### src/design/serial_controller_registers_top_macros.svh
`ifndef SERIAL_CONTROLLER_REGISTERS_TOP_MACROS_SVH
`define SERIAL_CONTROLLER_REGISTERS_TOP_MACROS_SVH

// Same-cycle implication, checked on every clock edge outside reset.
`define SCR_ASSERT_NOW(label, cond, conseq, msg) \
  label: assert property (@(posedge clk) disable iff (rst) (cond) |-> (conseq)) \
    else $error(msg);

// Next-cycle implication, checked on every clock edge outside reset.
`define SCR_ASSERT_NEXT(label, cond, conseq, msg) \
  label: assert property (@(posedge clk) disable iff (rst) (cond) |=> (conseq)) \
    else $error(msg);

`endif

### src/design/scr_pkg.sv
package scr_pkg;

  localparam logic [1:0] FUNC_READ  = 2'd0;
  localparam logic [1:0] FUNC_WRITE = 2'd1;
  localparam logic [1:0] FUNC_RX    = 2'd2;

  localparam logic CHAN_A = 1'b1;
  localparam logic CHAN_B = 1'b0;

  localparam logic [3:0] REG_CMD       = 4'd0;
  localparam logic [3:0] REG_INT_MODE  = 4'd1;
  localparam logic [3:0] REG_VECTOR    = 4'd2;
  localparam logic [3:0] REG_IP        = 4'd3;
  localparam logic [3:0] REG_DATA      = 4'd8;
  localparam logic [3:0] REG_MASTER_IC = 4'd9;

  localparam logic [2:0] CMD_POINT_HIGH = 3'd1;

  localparam logic [7:0] RR0_FIXED  = 8'h6C;
  localparam logic [7:0] RR1_FIXED  = 8'h01;
  localparam logic [7:0] RR3_RX_IP  = 8'h04;
  localparam logic [2:0] VEC_STATUS = 3'b010;

  typedef struct packed {
    logic [1:0] func;
    logic       chan;
    logic [3:0] reg_addr;
    logic [7:0] data_in;
  } item_t;

  typedef struct packed {
    logic [7:0] read_data;
    logic       tx_valid;
    logic [7:0] tx_byte;
    logic       rx_irq;
    logic [7:0] irq_vector;
  } result_t;

  // Receive interrupt on channel B: master enable, a byte waiting, and a
  // receive interrupt mode selected.
  function automatic logic rx_irq_f(input logic [7:0] wr9, input logic [7:0] wr1,
                                    input logic pending);
    return wr9[3] && pending && (wr1[4:3] != 2'b00);
  endfunction

  // Status is folded into the high or low nibble depending on WR9 bit 4.
  function automatic logic [7:0] vector_f(input logic [7:0] wr2, input logic [7:0] wr9,
                                          input logic irq);
    logic [7:0] v;
    v = wr2;
    if (irq) begin
      if (wr9[4]) begin
        v[6:4] = VEC_STATUS;
      end else begin
        v[3:1] = VEC_STATUS;
      end
    end
    return v;
  endfunction

endpackage

### src/design/scr_if.sv
interface scr_in_if;
  logic          valid;
  logic          ready;
  scr_pkg::item_t data;

  modport source (output valid, output data, input ready);
  modport sink (input valid, input data, output ready);
endinterface

interface scr_out_if;
  logic            valid;
  logic            ready;
  scr_pkg::result_t data;

  modport source (output valid, output data, input ready);
  modport sink (input valid, input data, output ready);
endinterface

### src/design/serial_controller_registers_top.sv
// Register file of a two-channel serial controller with the console on channel B. Each
// word on req is a register read, a register write or a byte received on channel B; each
// produces exactly one result word on rsp, carrying the read value, any byte sent by a
// channel B WR8 write, and the channel B receive interrupt and modified vector as they stand
// after that word. The block takes one word per clock while req is ready, and the result
// is registered on its way to rsp; the whole register update and result decode are
// combinational between the register file and the result register. A one-word skid stage
// behind the result register keeps req ready for one more word when rsp stalls. Synchronous
// reset clears all write registers, pointers and receive flags; no clearing pass is needed.
`include "serial_controller_registers_top_macros.svh"

module serial_controller_registers_top (
  input  logic          clk,
  input  logic          rst,
  scr_in_if.sink        req,
  scr_out_if.source     rsp
);

  logic [7:0] write_regs [32];
  logic [3:0] reg_pointer [2];
  logic       rx_pending [2];
  logic [7:0] rx_byte [2];

  logic             out_valid;
  scr_pkg::result_t out_data;
  logic             skid_valid;
  scr_pkg::result_t skid_data;

  logic             accept;
  logic             pop;
  scr_pkg::item_t   item;
  logic [3:0]       ptr;
  logic [3:0]       r;
  logic             is_read;
  logic             is_write;
  logic             is_rx;
  logic             do_store;
  logic             shared_reg;
  logic             ptr_load;
  logic [3:0]       ptr_new;
  logic [7:0]       wreg_sel;
  logic             irq_cur;
  logic [7:0]       vec_cur;
  logic [7:0]       b1_next;
  logic [7:0]       b2_next;
  logic [7:0]       b9_next;
  logic             pend_b_next;
  logic             irq_next;
  scr_pkg::result_t res;

  assign item      = req.data;
  assign req.ready = !skid_valid;
  assign accept    = req.valid && req.ready;
  assign pop       = out_valid && rsp.ready;

  assign is_read  = (item.func == scr_pkg::FUNC_READ);
  assign is_write = (item.func == scr_pkg::FUNC_WRITE);
  assign is_rx    = (item.func == scr_pkg::FUNC_RX);

  // A nonzero pointer overrides the address lines for one access.
  assign ptr = reg_pointer[item.chan];
  assign r   = (ptr != 4'd0) ? ptr : item.reg_addr;

  assign wreg_sel = write_regs[{item.chan, r}];
  assign irq_cur  = scr_pkg::rx_irq_f(write_regs[{scr_pkg::CHAN_B, scr_pkg::REG_MASTER_IC}],
                                      write_regs[{scr_pkg::CHAN_B, scr_pkg::REG_INT_MODE}],
                                      rx_pending[scr_pkg::CHAN_B]);
  assign vec_cur  = scr_pkg::vector_f(write_regs[{scr_pkg::CHAN_B, scr_pkg::REG_VECTOR}],
                                      write_regs[{scr_pkg::CHAN_B, scr_pkg::REG_MASTER_IC}],
                                      irq_cur);

  assign do_store   = is_write && (r != scr_pkg::REG_CMD) && (r != scr_pkg::REG_DATA);
  assign shared_reg = (r == scr_pkg::REG_VECTOR) || (r == scr_pkg::REG_MASTER_IC);
  assign ptr_load   = is_write && (r == scr_pkg::REG_CMD);
  assign ptr_new    = {item.data_in[5:3] == scr_pkg::CMD_POINT_HIGH, item.data_in[2:0]};

  // Channel B state as it will stand after this word, for the interrupt outputs.
  assign b1_next = (do_store && item.chan == scr_pkg::CHAN_B && r == scr_pkg::REG_INT_MODE)
                   ? item.data_in : write_regs[{scr_pkg::CHAN_B, scr_pkg::REG_INT_MODE}];
  assign b2_next = (do_store && r == scr_pkg::REG_VECTOR)
                   ? item.data_in : write_regs[{scr_pkg::CHAN_B, scr_pkg::REG_VECTOR}];
  assign b9_next = (do_store && r == scr_pkg::REG_MASTER_IC)
                   ? item.data_in : write_regs[{scr_pkg::CHAN_B, scr_pkg::REG_MASTER_IC}];

  always_comb begin
    pend_b_next = rx_pending[scr_pkg::CHAN_B];
    if (is_rx) begin
      pend_b_next = 1'b1;
    end else if (is_read && item.chan == scr_pkg::CHAN_B && r == scr_pkg::REG_DATA) begin
      pend_b_next = 1'b0;
    end
  end

  assign irq_next = scr_pkg::rx_irq_f(b9_next, b1_next, pend_b_next);

  always_comb begin
    res            = '0;
    res.rx_irq     = irq_next;
    res.irq_vector = scr_pkg::vector_f(b2_next, b9_next, irq_next);
    if (is_read) begin
      unique case (r)
        scr_pkg::REG_CMD:      res.read_data = scr_pkg::RR0_FIXED |
                                               {7'd0, rx_pending[item.chan]};
        scr_pkg::REG_INT_MODE: res.read_data = scr_pkg::RR1_FIXED;
        scr_pkg::REG_VECTOR:   res.read_data = (item.chan == scr_pkg::CHAN_B) ? vec_cur
                                               : wreg_sel;
        scr_pkg::REG_IP:       res.read_data = (item.chan == scr_pkg::CHAN_A && irq_cur)
                                               ? scr_pkg::RR3_RX_IP : 8'd0;
        scr_pkg::REG_DATA:     res.read_data = rx_byte[item.chan];
        default:               res.read_data = wreg_sel;
      endcase
    end else if (is_write && r == scr_pkg::REG_DATA && item.chan == scr_pkg::CHAN_B) begin
      res.tx_valid = 1'b1;
      res.tx_byte  = item.data_in;
    end
  end

  always_ff @(posedge clk) begin
    if (rst) begin
      for (int i = 0; i < 32; i++) begin
        write_regs[i] <= '0;
      end
      for (int i = 0; i < 2; i++) begin
        reg_pointer[i] <= '0;
        rx_pending[i]  <= 1'b0;
        rx_byte[i]     <= '0;
      end
    end else if (accept) begin
      if (is_read || is_write) begin
        reg_pointer[item.chan] <= ptr_load ? ptr_new : 4'd0;
      end
      if (do_store) begin
        // The vector and master interrupt control registers are common to both channels.
        if (shared_reg) begin
          write_regs[{scr_pkg::CHAN_A, r}] <= item.data_in;
          write_regs[{scr_pkg::CHAN_B, r}] <= item.data_in;
        end else begin
          write_regs[{item.chan, r}] <= item.data_in;
        end
      end
      if (is_read && r == scr_pkg::REG_DATA) begin
        rx_pending[item.chan] <= 1'b0;
      end
      if (is_rx) begin
        rx_byte[scr_pkg::CHAN_B]    <= item.data_in;
        rx_pending[scr_pkg::CHAN_B] <= 1'b1;
      end
    end
  end

  // Result register with one skid word behind it.
  always_ff @(posedge clk) begin
    if (rst) begin
      out_valid  <= 1'b0;
      skid_valid <= 1'b0;
    end else if (pop) begin
      if (skid_valid) begin
        skid_valid <= 1'b0;
      end else begin
        out_valid <= accept;
      end
    end else if (accept) begin
      if (out_valid) begin
        skid_valid <= 1'b1;
      end else begin
        out_valid <= 1'b1;
      end
    end
  end

  always_ff @(posedge clk) begin
    if (pop) begin
      if (skid_valid) begin
        out_data <= skid_data;
      end else begin
        out_data <= res;
      end
    end else if (accept) begin
      if (out_valid) begin
        skid_data <= res;
      end else begin
        out_data <= res;
      end
    end
  end

  assign rsp.valid = out_valid;
  assign rsp.data  = out_data;

  `SCR_ASSERT_NOW(a_skid_behind_out, skid_valid, out_valid, "skid word without result word")
  `SCR_ASSERT_NEXT(a_stall_fills_skid, accept && out_valid && !rsp.ready, skid_valid,
                   "stalled result lost a word")
  `SCR_ASSERT_NEXT(a_rx_sets_pending, accept && is_rx, rx_pending[scr_pkg::CHAN_B],
                   "received byte did not set receive-available")

endmodule
### src/flat_wrapper.sv
// flat-port wrapper written by rule: the top's interface ports become plain ports
module serial_controller_registers_top_flat 
  (clk, rst, req_valid, req_data, req_ready, rsp_valid, rsp_data, rsp_ready);
  scr_in_if req_i ();
  scr_out_if rsp_i ();
  input  logic clk;
  input  logic rst;
  input wire logic [$bits(req_i.valid)-1:0] req_valid;
  input wire logic [$bits(req_i.data)-1:0] req_data;
  output wire logic [$bits(req_i.ready)-1:0] req_ready;
  output wire logic [$bits(rsp_i.valid)-1:0] rsp_valid;
  output wire logic [$bits(rsp_i.data)-1:0] rsp_data;
  input wire logic [$bits(rsp_i.ready)-1:0] rsp_ready;
  assign req_i.valid = req_valid;
  assign req_i.data = req_data;
  assign req_ready = req_i.ready;
  assign rsp_valid = rsp_i.valid;
  assign rsp_data = rsp_i.data;
  assign rsp_i.ready = rsp_ready;
  serial_controller_registers_top u_core (.clk(clk), .rst(rst), .req(req_i), .rsp(rsp_i));
endmodule
### config.mk
export PLATFORM = sky130hd
export DESIGN_NAME = serial_controller_registers_top_flat
export DESIGN_NICKNAME = d
export VERILOG_FILES = /design/src/design/scr_pkg.sv /design/src/design/scr_if.sv /design/src/design/serial_controller_registers_top.sv /design/src/flat_wrapper.sv
export VERILOG_INCLUDE_DIRS = /design/src /design/src/design
export SDC_FILE = /design/constraint.sdc
export NUM_CORES = 1
export LEC_CHECK = 0
export BUFFER_PORTS_ARGS = -buffer_cell sky130_fd_sc_hd__buf_4
export CAP_MARGIN = 30
export CORE_ASPECT_RATIO = 0.8
export CORE_MARGIN = 1
export CORE_UTILIZATION = 60
export DETAILED_ROUTE_END_ITERATION = 7
export PLACE_DENSITY = 0.77
export SETUP_SLACK_MARGIN = 0.15
export SLEW_MARGIN = 20
export SYNTH_ARGS = -nofsm -noshare
export SYNTH_HDL_FRONTEND = slang
export SYNTH_SLANG_ARGS = --single-unit
### constraint.sdc
create_clock -name clk -period 4.55 [get_ports clk]
set_input_delay 0.455 -clock clk [delete_from_list [all_inputs] [get_ports clk]]
set_output_delay 0.455 -clock clk [all_outputs]
set_load 0.02 [all_outputs]
==> results.cfg, run 1 <==
[worst_setup_path]
worstSetupPathType = flip-flop to flip-flop
critical_path.startpoint = u_core.reg_pointer[0][1]$_SDFFCE_PN0P_
cp-start-kind = flip-flop
critPathMaxFanout = 11
critPathArrivalTime_ps = 4380
required_ps = 5000
r2r-start = u_core.reg_pointer[0][1]$_SDFFCE_PN0P_
cp-end-kind = flip-flop

[placement]
numPortBuffers = 46
dp_cells = 1511
dp_hpwl_um = 26480
place_congestion = 0.9642

[route]
first_iter_violations = 1597
drc = 0
drt_first_pass_iters = 6
ant_nets = 0
via_count = 10370
wl_um = 41170
via_per_inst = 6.616
post_drt_wl_per_cell_um = 26.26

[sta]
drv_slew = 0
fmax_mhz = 254.2
period_share_pct = 86.47
setup_viol = 0
period_needed_ps = 3934
setup-tns-final_ps = 0
tightest_slew_ps = 1015
slew_headroom_pct = 31.62
fin_skew_ps = 9.984
finalHoldViolCount = 0
rsz0062_at_grt = no

[pwr]
switching_power_mw = 1.644
power_mw = 6.462
p_per_area_nw_per_um2 = 397.4
intPower_mw = 4.818
ir_drop_uv = 328.0
p_leak_nw = 6.011
power_frac_comb_pct = 11.4
p_seq_share_pct = 50.4
sw_frac_of_total_pct = 25.44
clkPwrFrac_pct = 38.1

[yosys]
syn_inst = 1160
yosysWarnings = 0
synthArstFlopShare_pct = 0
syn_avg_cell_area_um2 = 12.36
yosysSeqAreaShare_pct = 63.55
synth-main-ff-cell = edfxtp_1
synth_edf_count = 302
synth-seq-cells = 304
netlist_area_um2 = 14330
synth.distinct_cells = 74

[flow_run]
drv_cap = 0

[grt]
grt_pass1_wl_um = 61290
grt_max_degree = 50
antenna_found_initial = 1
grt_pass1_vias = 9910
grt-ovfl-total = 0
grt_usage_pct = 33.91

[min_path]
min_from = rsp_ready
hold_class = primary input to flip-flop

[final_layout]
final_cell_count_no_fill = 1568
regArea_um2 = 9109
final_cell_mix = edfxtp_1, and2_1, buf_4
antenna_cells = 0
postLayoutCoreUtil_pct = 69.50
drive_gt1_share_pct = 16.64
area_growth_pct = 13.46
fin_nets = 1251
final_common_cell = edfxtp_1
fillers = 1637
multi_input_area_um2 = 4873

[cts]
htree_levels = 1
cts_buffer_depth = 3
clock_latency_ps = 580
ctsResizeCount = 0
cts_hold_buf = 0
postCtsSetupRepairBufs = 0
root_buffer = clkbuf_16
clock_sinks = 304
cts_tree = built
cts_buffers = 30
clk_pin_slew_ps = 60

[die]
die_h_um = 140.2
die_area_um2 = 24510
num_io_pins = 47
placementRows = 50
start_util_pct = 61.26
core-area_um2 = 23400
dieWidth_um = 174.8

[status]
status = complete, no violations
area by class of cell:
class                      instances  area share (%)
sequential                       304           56.01
multi-input combinational        770           29.97
clock buffer                      42           5.324
timing repair buffer             111           5.209
tap                              312           2.401
clock inverter                    14          0.7386
inverter                          15          0.3462
state kept, by name (all words and copies together), names as in the netlist:
name                count
u_core.skid_data       26
u_core.reg_pointer      8
u_core.skid_valid       1
u_core.rx_pending       2
u_core.rsp.valid        1
u_core.rsp.data        26
u_core.write_regs     232
u_core.rx_byte          8
Yosys cell counts, drive strengths merged, types with 12 or more instances:
cell type / count / area, µm²
buf: 28 / 145.1
or2: 12 / 75.08
nand2: 52 / 197.7
edfxtp: 302 / 9069
o31ai: 13 / 97.59
o211ai: 12 / 90.09
mux2: 21 / 236.5
clkbuf: 67 / 251.5
inv: 15 / 56.30
o22ai: 60 / 375.4
a211oi: 26 / 210.2
nor2: 48 / 190.2
and2: 205 / 1285
nor3: 57 / 285.3
o21ai: 51 / 255.2
and3: 39 / 244.0
a21oi: 13 / 65.06
metal layers:
| metal | GRT usage (%) | share of wire (%) | vias up |
|---|---|---|---|
| li1 | - | - | 4508 |
| met1 | 48.87 | 39 | 4986 |
| met2 | 50.13 | 44 | 761 |
| met3 | 8.768 | 14 | 119 |
| met4 | 11.85 | 3.5 | 0 |
| met5 | 0 | 0 | - |
through the flow:
stage | hold WS [ps] | area (µm²) | worst slack [ps]
5_1_grt | 136.4 | 16260 | 553.2
6_report | 126.5 | 16260 | 615.7
3_5_place_dp | 501.3 | 15270 | 686.7
4_1_cts | 118.9 | 16250 | 801.8
2_1_floorplan | 483.6 | 14420 | 1126
3_3_place_gp | 502.9 | 15250 | 660.9
power by group through the flow:
stage                     logic [mW]  registers [mW]  clock network [mW]
after floorplan                0.396            3.32                   0
after global placement         0.703            3.31                   0
after detailed placement       0.713            3.31                   0
after CTS                      0.715            3.26                2.46
after global routing           0.772            3.27                2.57
final                          0.739            3.26                2.46
cells by family (layout without fill, tap and decap cells):
logic type	count (synthesis)	in the layout	synth area share, %
AO/OA/AOI/OAI	249	249	12.28
buffers and inverters	110	182	3.160
multiplexers	30	30	2.279
other	1	25	0.02616
flip-flops	304	304	63.55
AND/OR/NAND/NOR	466	466	18.70
worst max-delay path: stages (launching register included):
cell,delay [ps]
edfxtp_1,540
or4b_1,610
buf_4,210
a221oi_1,630
a211oi_1,110
o31ai_1,530
o211ai_1,220
o22a_1,230
nor3_1,470
mux2_2,260
path summary, 6_finish.rpt:
kind / to / slack, ps / cells past startpoint
worst max register to register: u_core.rsp.data[21]$_DFFE_PP_ / 620 / 9
worst min register to register: u_core.rsp.data[8]$_DFFE_PP_ / 520 / 2
worst max-delay path: u_core.rsp.data[21]$_DFFE_PP_ / 620 / 9
worst min-delay path: u_core.skid_valid$_SDFFE_PP0P_ / 130 / 2
Note: power is estimated with default switching activity, not from simulation.
==> inputs of run 2 (changes only) <==
Settings changed: ABC_AREA set to 1.
==> results.cfg, run 2 <==
[status]
status = complete, no violations

[route]
via_count = 12770
first_iter_violations = 1482
ant_nets = 0
drt_first_pass_iters = 6
wl_um = 43400
post_drt_wl_per_cell_um = 18.48
via_per_inst = 5.435
drc = 0

[yosys]
netlist_area_um2 = 16290
synth-adder-area-share_pct = 0
synth.distinct_cells = 29
yosysSeqAreaShare_pct = 60.34
synth_common_cells = nand2_1, edfxtp_1, nor2_1
synth.top_cells.by_area = edfxtp_1, nand2_1, nor2_1
yosysTopAreaCellShare_pct = 60.09
synth_compound_area_share_pct = 2.780
synth_edf_count = 326
synthArstFlopShare_pct = 0
synthSimpleGateAreaFrac_pct = 28.25
synth.most_common_cell = nand2_1
synth_mux_area_share_pct = 0.1229
synth-main-ff-cell = edfxtp_1
yosysWarnings = 0
syn_avg_cell_area_um2 = 8.494
synthXorXnorAreaFrac_pct = 0
syn_inst = 1918
synth-seq-cells = 328
synth_largest_area_cell = edfxtp_1
synth_top_family_by_area = simple AND/OR/NAND/NOR gates

[sta]
setup-tns-final_ps = 0
period_share_pct = 74.92
holdWs_ps = 258.4
fmax_mhz = 293.4
rsz0062_at_grt = no
tightest_slew_ps = 937.8
worst_slack_ps = 1141
finalHoldViolCount = 0
fin_skew_ps = 17.40
setup_viol = 0
period_needed_ps = 3409
slew_headroom_pct = 37.41
drv_slew = 0

[pwr]
p_leak_nw = 8.510
ir_drop_uv = 314.0
power_mw = 7.079
p_per_area_nw_per_um2 = 390.1

[cts]
clock_sinks = 328
clock_latency_ps = 520
postCtsSetupRepairBufs = 0
cts_tree = built
clk_pin_slew_ps = 60
cts_buffer_depth = 3
root_buffer = clkbuf_16
htree_levels = 2
ctsResizeCount = 0
cts_hold_buf = 0
cts_buffers = 34

[placement]
dp_cells = 2290
numPortBuffers = 46
place_congestion = 0.9902
dpl_cell_area_um2 = 17120
dp_slack_ps = 758.3
dp_hpwl_um = 29080

[worst_setup_path]
required_ps = 4900
r2r-start = u_core.reg_pointer[1][3]$_SDFFCE_PN0P_
cp-end-kind = flip-flop
crit_family = simple AND/OR/NAND/NOR gates
critPathMaxStageDelay_ps = 370
critPathArrivalTime_ps = 3760
worstSetupPathType = primary input to flip-flop
critPathSlowestCell = buf_4
ff2ff_setup_slack_ps = 1210
critPathMaxFanout = 64
rr_worst_depth = 17
cp_cell_sequence = buf_4 > inv_2 > nand2_1 > nand2_1 > nor2_1 > nand2_1 > o21ai_4 > buf_4 > inv_2 > buf_4 > nand2_1 > nand2_1 > nand2_1 > nand2_1 > o21ai_1 > nand2_1 > nand2_1 > nand3_1 > a21oi_1
path_common_cell = nand2_1
r2r-end = u_core.rsp.data[23]$_DFFE_PP_
path_buf_inv = 5
cp-start-kind = primary input

[die]
dieWidth_um = 186.2
placementRows = 53
die_area_um2 = 27820
die_h_um = 149.4
num_io_pins = 47
core-area_um2 = 26460
start_util_pct = 61.57

[final_layout]
final_cell_count_no_fill = 2349
final_common_cell = nand2_1
fin_nets = 1988
drive_gt1_share_pct = 8.584
final_area_um2 = 18150
area_growth_pct = 11.39
postLayoutCoreUtil_pct = 68.58
antenna_cells = 0
regArea_um2 = 9829
largest_register_ffs = 256
final_cell_mix = nand2_1, edfxtp_1, nor2_1
multi_input_area_um2 = 5225
regMostFlops = u_core.write_regs
fillers = 2055

[grt]
grt_max_degree = 146
grt_pass1_wl_um = 65630
grt_pass1_vias = 11730
grt_usage_pct = 32.10
antenna_found_initial = 0
grt-ovfl-total = 0

[min_path]
min_path_cells = 4
min_to = u_core.rsp.valid$_SDFFE_PP0P_
min_from = rsp_ready
hold_class = primary input to flip-flop

[flow_run]
drv_cap = 0
run 2: tightest hold or removal path: stages:
cell     delay [ps]
buf_4           100
nand2_1          50
nand3_1          70
nand2_1          60
run 2: where the power goes:
part	switching [mW]	leakage [nW]	internal, mW
Sequential	0.0435	3.35	3.46
Combinational	0.699	4.66	0.256
Clock	1.15	0.502	1.47
Total	1.89	8.51	5.19
run 2: how the worst max path moves through the flow:
stage	cells after the start	end	start
3_3_place_gp	19	u_core.rsp.data[23]$_DFFE_PP_	req_data[12]
3_5_place_dp	19	u_core.rsp.data[23]$_DFFE_PP_	req_data[12]
2_1_floorplan	3	u_core.rsp.data[0]$_DFFE_PP_	u_core.skid_valid$_SDFFE_PP0P_
5_1_grt	15	u_core.write_regs[27][6]$_SDFFCE_PN0P_	req_data[12]
6_report	19	u_core.rsp.data[23]$_DFFE_PP_	req_data[12]
4_1_cts	19	u_core.rsp.data[23]$_DFFE_PP_	req_data[12]
run 2: per-layer routing:
layer	share of wire, %	vias up	global-route usage [%]
li1	-	6046	-
met1	41	5883	45.61
met2	43	754	47.91
met3	13	84	9.692
met4	2.4	0	8.934
met5	0	-	0
run 2: cell type report:
| cell class | instances | share of cell area, % |
|---|---|---|
| well taps | 357 | 2.462 |
| flip-flops and latches | 328 | 54.17 |
| clock inverters | 19 | 0.7516 |
| repair buffers | 79 | 3.434 |
| multi-input cells | 1262 | 28.79 |
| clock buffers | 40 | 4.930 |
| inverters | 264 | 5.461 |
run 2: cells by family (layout without fill, tap and decap cells):
| logic type | Yosys count | count (layout) |
|---|---|---|
| buffers and inverters | 360 | 402 |
| AO/OA/AOI/OAI | 86 | 86 |
| other | 1 | 33 |
| AND/OR/NAND/NOR | 1141 | 1141 |
| multiplexers | 2 | 2 |
| flip-flops | 328 | 328 |
==> inputs of run 3 (changes only) <==
Clock period 4.55 ns to 3.35 ns, I/O delays scaled along.
==> results.cfg, run 3 (synthesized netlist as in run 2, its figures left out) <==
[status]
status = complete, no violations

[worst_setup_path]
cp-end-kind = flip-flop
worstSetupPathType = flip-flop to flip-flop
path_buf_inv = 2
r2r-end = u_core.write_regs[22][6]$_SDFFCE_PN0P_
ff2ff_setup_slack_ps = 290
rr_worst_depth = 13
critPathArrivalTime_ps = 3240
critPathSlowestCell = edfxtp_1
crit_family = simple AND/OR/NAND/NOR gates
r2r-start = u_core.reg_pointer[0][0]$_SDFFCE_PN0P_
critPathMaxFanout = 9
required_ps = 3530
cp_cell_sequence = nand2_1 > nand2_1 > nor2_2 > nand2_2 > o21ai_4 > nor2_2 > inv_2 > o21ai_1 > nor2_4 > inv_2 > nor2_2 > nand2_2 > nand2_1
critPathMaxStageDelay_ps = 410
cp-start-kind = flip-flop

[final_layout]
fin_nets = 2001
largest_register_ffs = 256
final_cell_mix = nand2_1, edfxtp_1, nor2_1
area_growth_pct = 12.57
drive_gt1_share_pct = 10.02
antenna_cells = 0
final_common_cell = nand2_1
regMostFlops = u_core.write_regs
fillers = 2107

[cts]
cts_buffers = 35
clk_pin_slew_ps = 60
cts_hold_buf = 0
clock_latency_ps = 520
root_buffer = clkbuf_16
cts_buffer_depth = 3
htree_levels = 2
clock_sinks = 328
cts_tree = built

[pwr]
ir_drop_uv = 459.9
power_mw = 9.763
p_leak_nw = 8.603
p_per_area_nw_per_um2 = 532.4

[route]
met2_length_um = 18530
met3WireLength_um = 4931
drc = 0
drt_first_pass_iters = 5
ant_nets = 0
wl_um = 42020
via_count = 12740
first_iter_violations = 1533
top_layer = met4
via_per_inst = 5.392
met1Wirelength_um = 17510
post_drt_wl_per_cell_um = 17.78

[sta]
period_share_pct = 91.36
fmax_mhz = 326.7
setup_viol = 0
period_needed_ps = 3061
setup-tns-final_ps = 0
holdWs_ps = 144.7
slew_headroom_pct = 35.56
drv_slew = 0
finalHoldViolCount = 0
rsz0062_at_grt = yes
fin_skew_ps = 9.262
tightest_slew_ps = 965.6

[min_path]
hold_class = primary input to flip-flop
min_path_cells = 4
min_to = u_core.rsp.valid$_SDFFE_PP0P_
min_from = rsp_ready

[placement]
numPortBuffers = 46
dp_hpwl_um = 27870
place_congestion = 0.9773

[die]
core-area_um2 = 26460
placementRows = 53
start_util_pct = 61.57
die_area_um2 = 27820
dieWidth_um = 186.2
num_io_pins = 47
die_h_um = 149.4

[grt]
grt_max_degree = 146
grt_usage_pct = 31.04
grt-ovfl-total = 0
antenna_found_initial = 0
grt_pass1_vias = 11330
grt_pass1_wl_um = 64160

[flow_run]
drv_cap = 0
-- run 3: metrics by stage --
| step | std cells | setup WS, ps | util (%) | instance area, µm² |
|---|---|---|---|---|
| floorplan | 1950 | 410.2 | - | 16410 |
| detailed placement | 2300 | 96.06 | 64.90 | 17170 |
| global route | 2363 | 119.0 | 69.31 | 18340 |
| global placement | 2300 | 146.2 | 64.90 | 17170 |
| finish | 2363 | 289.5 | 69.31 | 18340 |
| CTS | 2361 | 200.9 | 68.96 | 18250 |
-- run 3: final cells by class --
type / count / area, µm² / area share [%]
flip-flops and latches: 328 / 9829 / 53.60
multi-input cells: 1262 / 5283 / 28.81
repair buffers: 91 / 715.7 / 3.903
inverters: 264 / 991.0 / 5.404
clock inverters: 17 / 163.9 / 0.8938
clock buffers: 44 / 909.6 / 4.960
well taps: 357 / 446.7 / 2.436
-- run 3: worst max path at each step --
stage / cells after the start / start / to
4_1_cts: 14 / u_core.reg_pointer[0][2]$_SDFFCE_PN0P_ / u_core.write_regs[27][4]$_SDFFCE_PN0P_
3_3_place_gp: 16 / req_data[12] / u_core.write_regs[27][1]$_SDFFCE_PN0P_
3_5_place_dp: 16 / req_data[12] / u_core.write_regs[17][3]$_SDFFCE_PN0P_
5_1_grt: 13 / u_core.reg_pointer[0][0]$_SDFFCE_PN0P_ / u_core.write_regs[5][0]$_DFFE_PP_
2_1_floorplan: 3 / u_core.skid_valid$_SDFFE_PP0P_ / u_core.rsp.data[0]$_DFFE_PP_
6_report: 13 / u_core.reg_pointer[0][0]$_SDFFCE_PN0P_ / u_core.write_regs[22][6]$_SDFFCE_PN0P_
-- run 3: routing by layer --
| layer | up-vias | track usage (%) |
|---|---|---|
| li1 | 6067 | - |
| met1 | 5878 | 47.07 |
| met2 | 708 | 45.99 |
| met3 | 88 | 4.883 |
| met4 | 0 | 9.590 |
| met5 | - | 0 |
-- run 3: worst reg2reg max path, stage by stage (launching register included) --
cell and delay [ps]:
edfxtp_1 410, nand2_1 100, nand2_1 90, nor2_2 200
nand2_2 160, o21ai_4 310, nor2_2 160, inv_2 100
o21ai_1 110, nor2_4 180, inv_2 80, nor2_2 300
nand2_2 220, nand2_1 310
-- run 3: power by group --
group / internal, mW / total [mW] / leakage (nW) / switching [mW]
registers: 4.70 / 4.75 / 3.35 / 0.0543
clock network: 2.16 / 3.71 / 0.526 / 1.55
logic: 0.362 / 1.30 / 4.73 / 0.940
total: 7.22 / 9.76 / 8.60 / 2.54
-- run 3: timing repair --
action	CTS	global route
gates resized for setup	0	22
buffers inserted	0	1
endpoints found under the setup margin	0	180
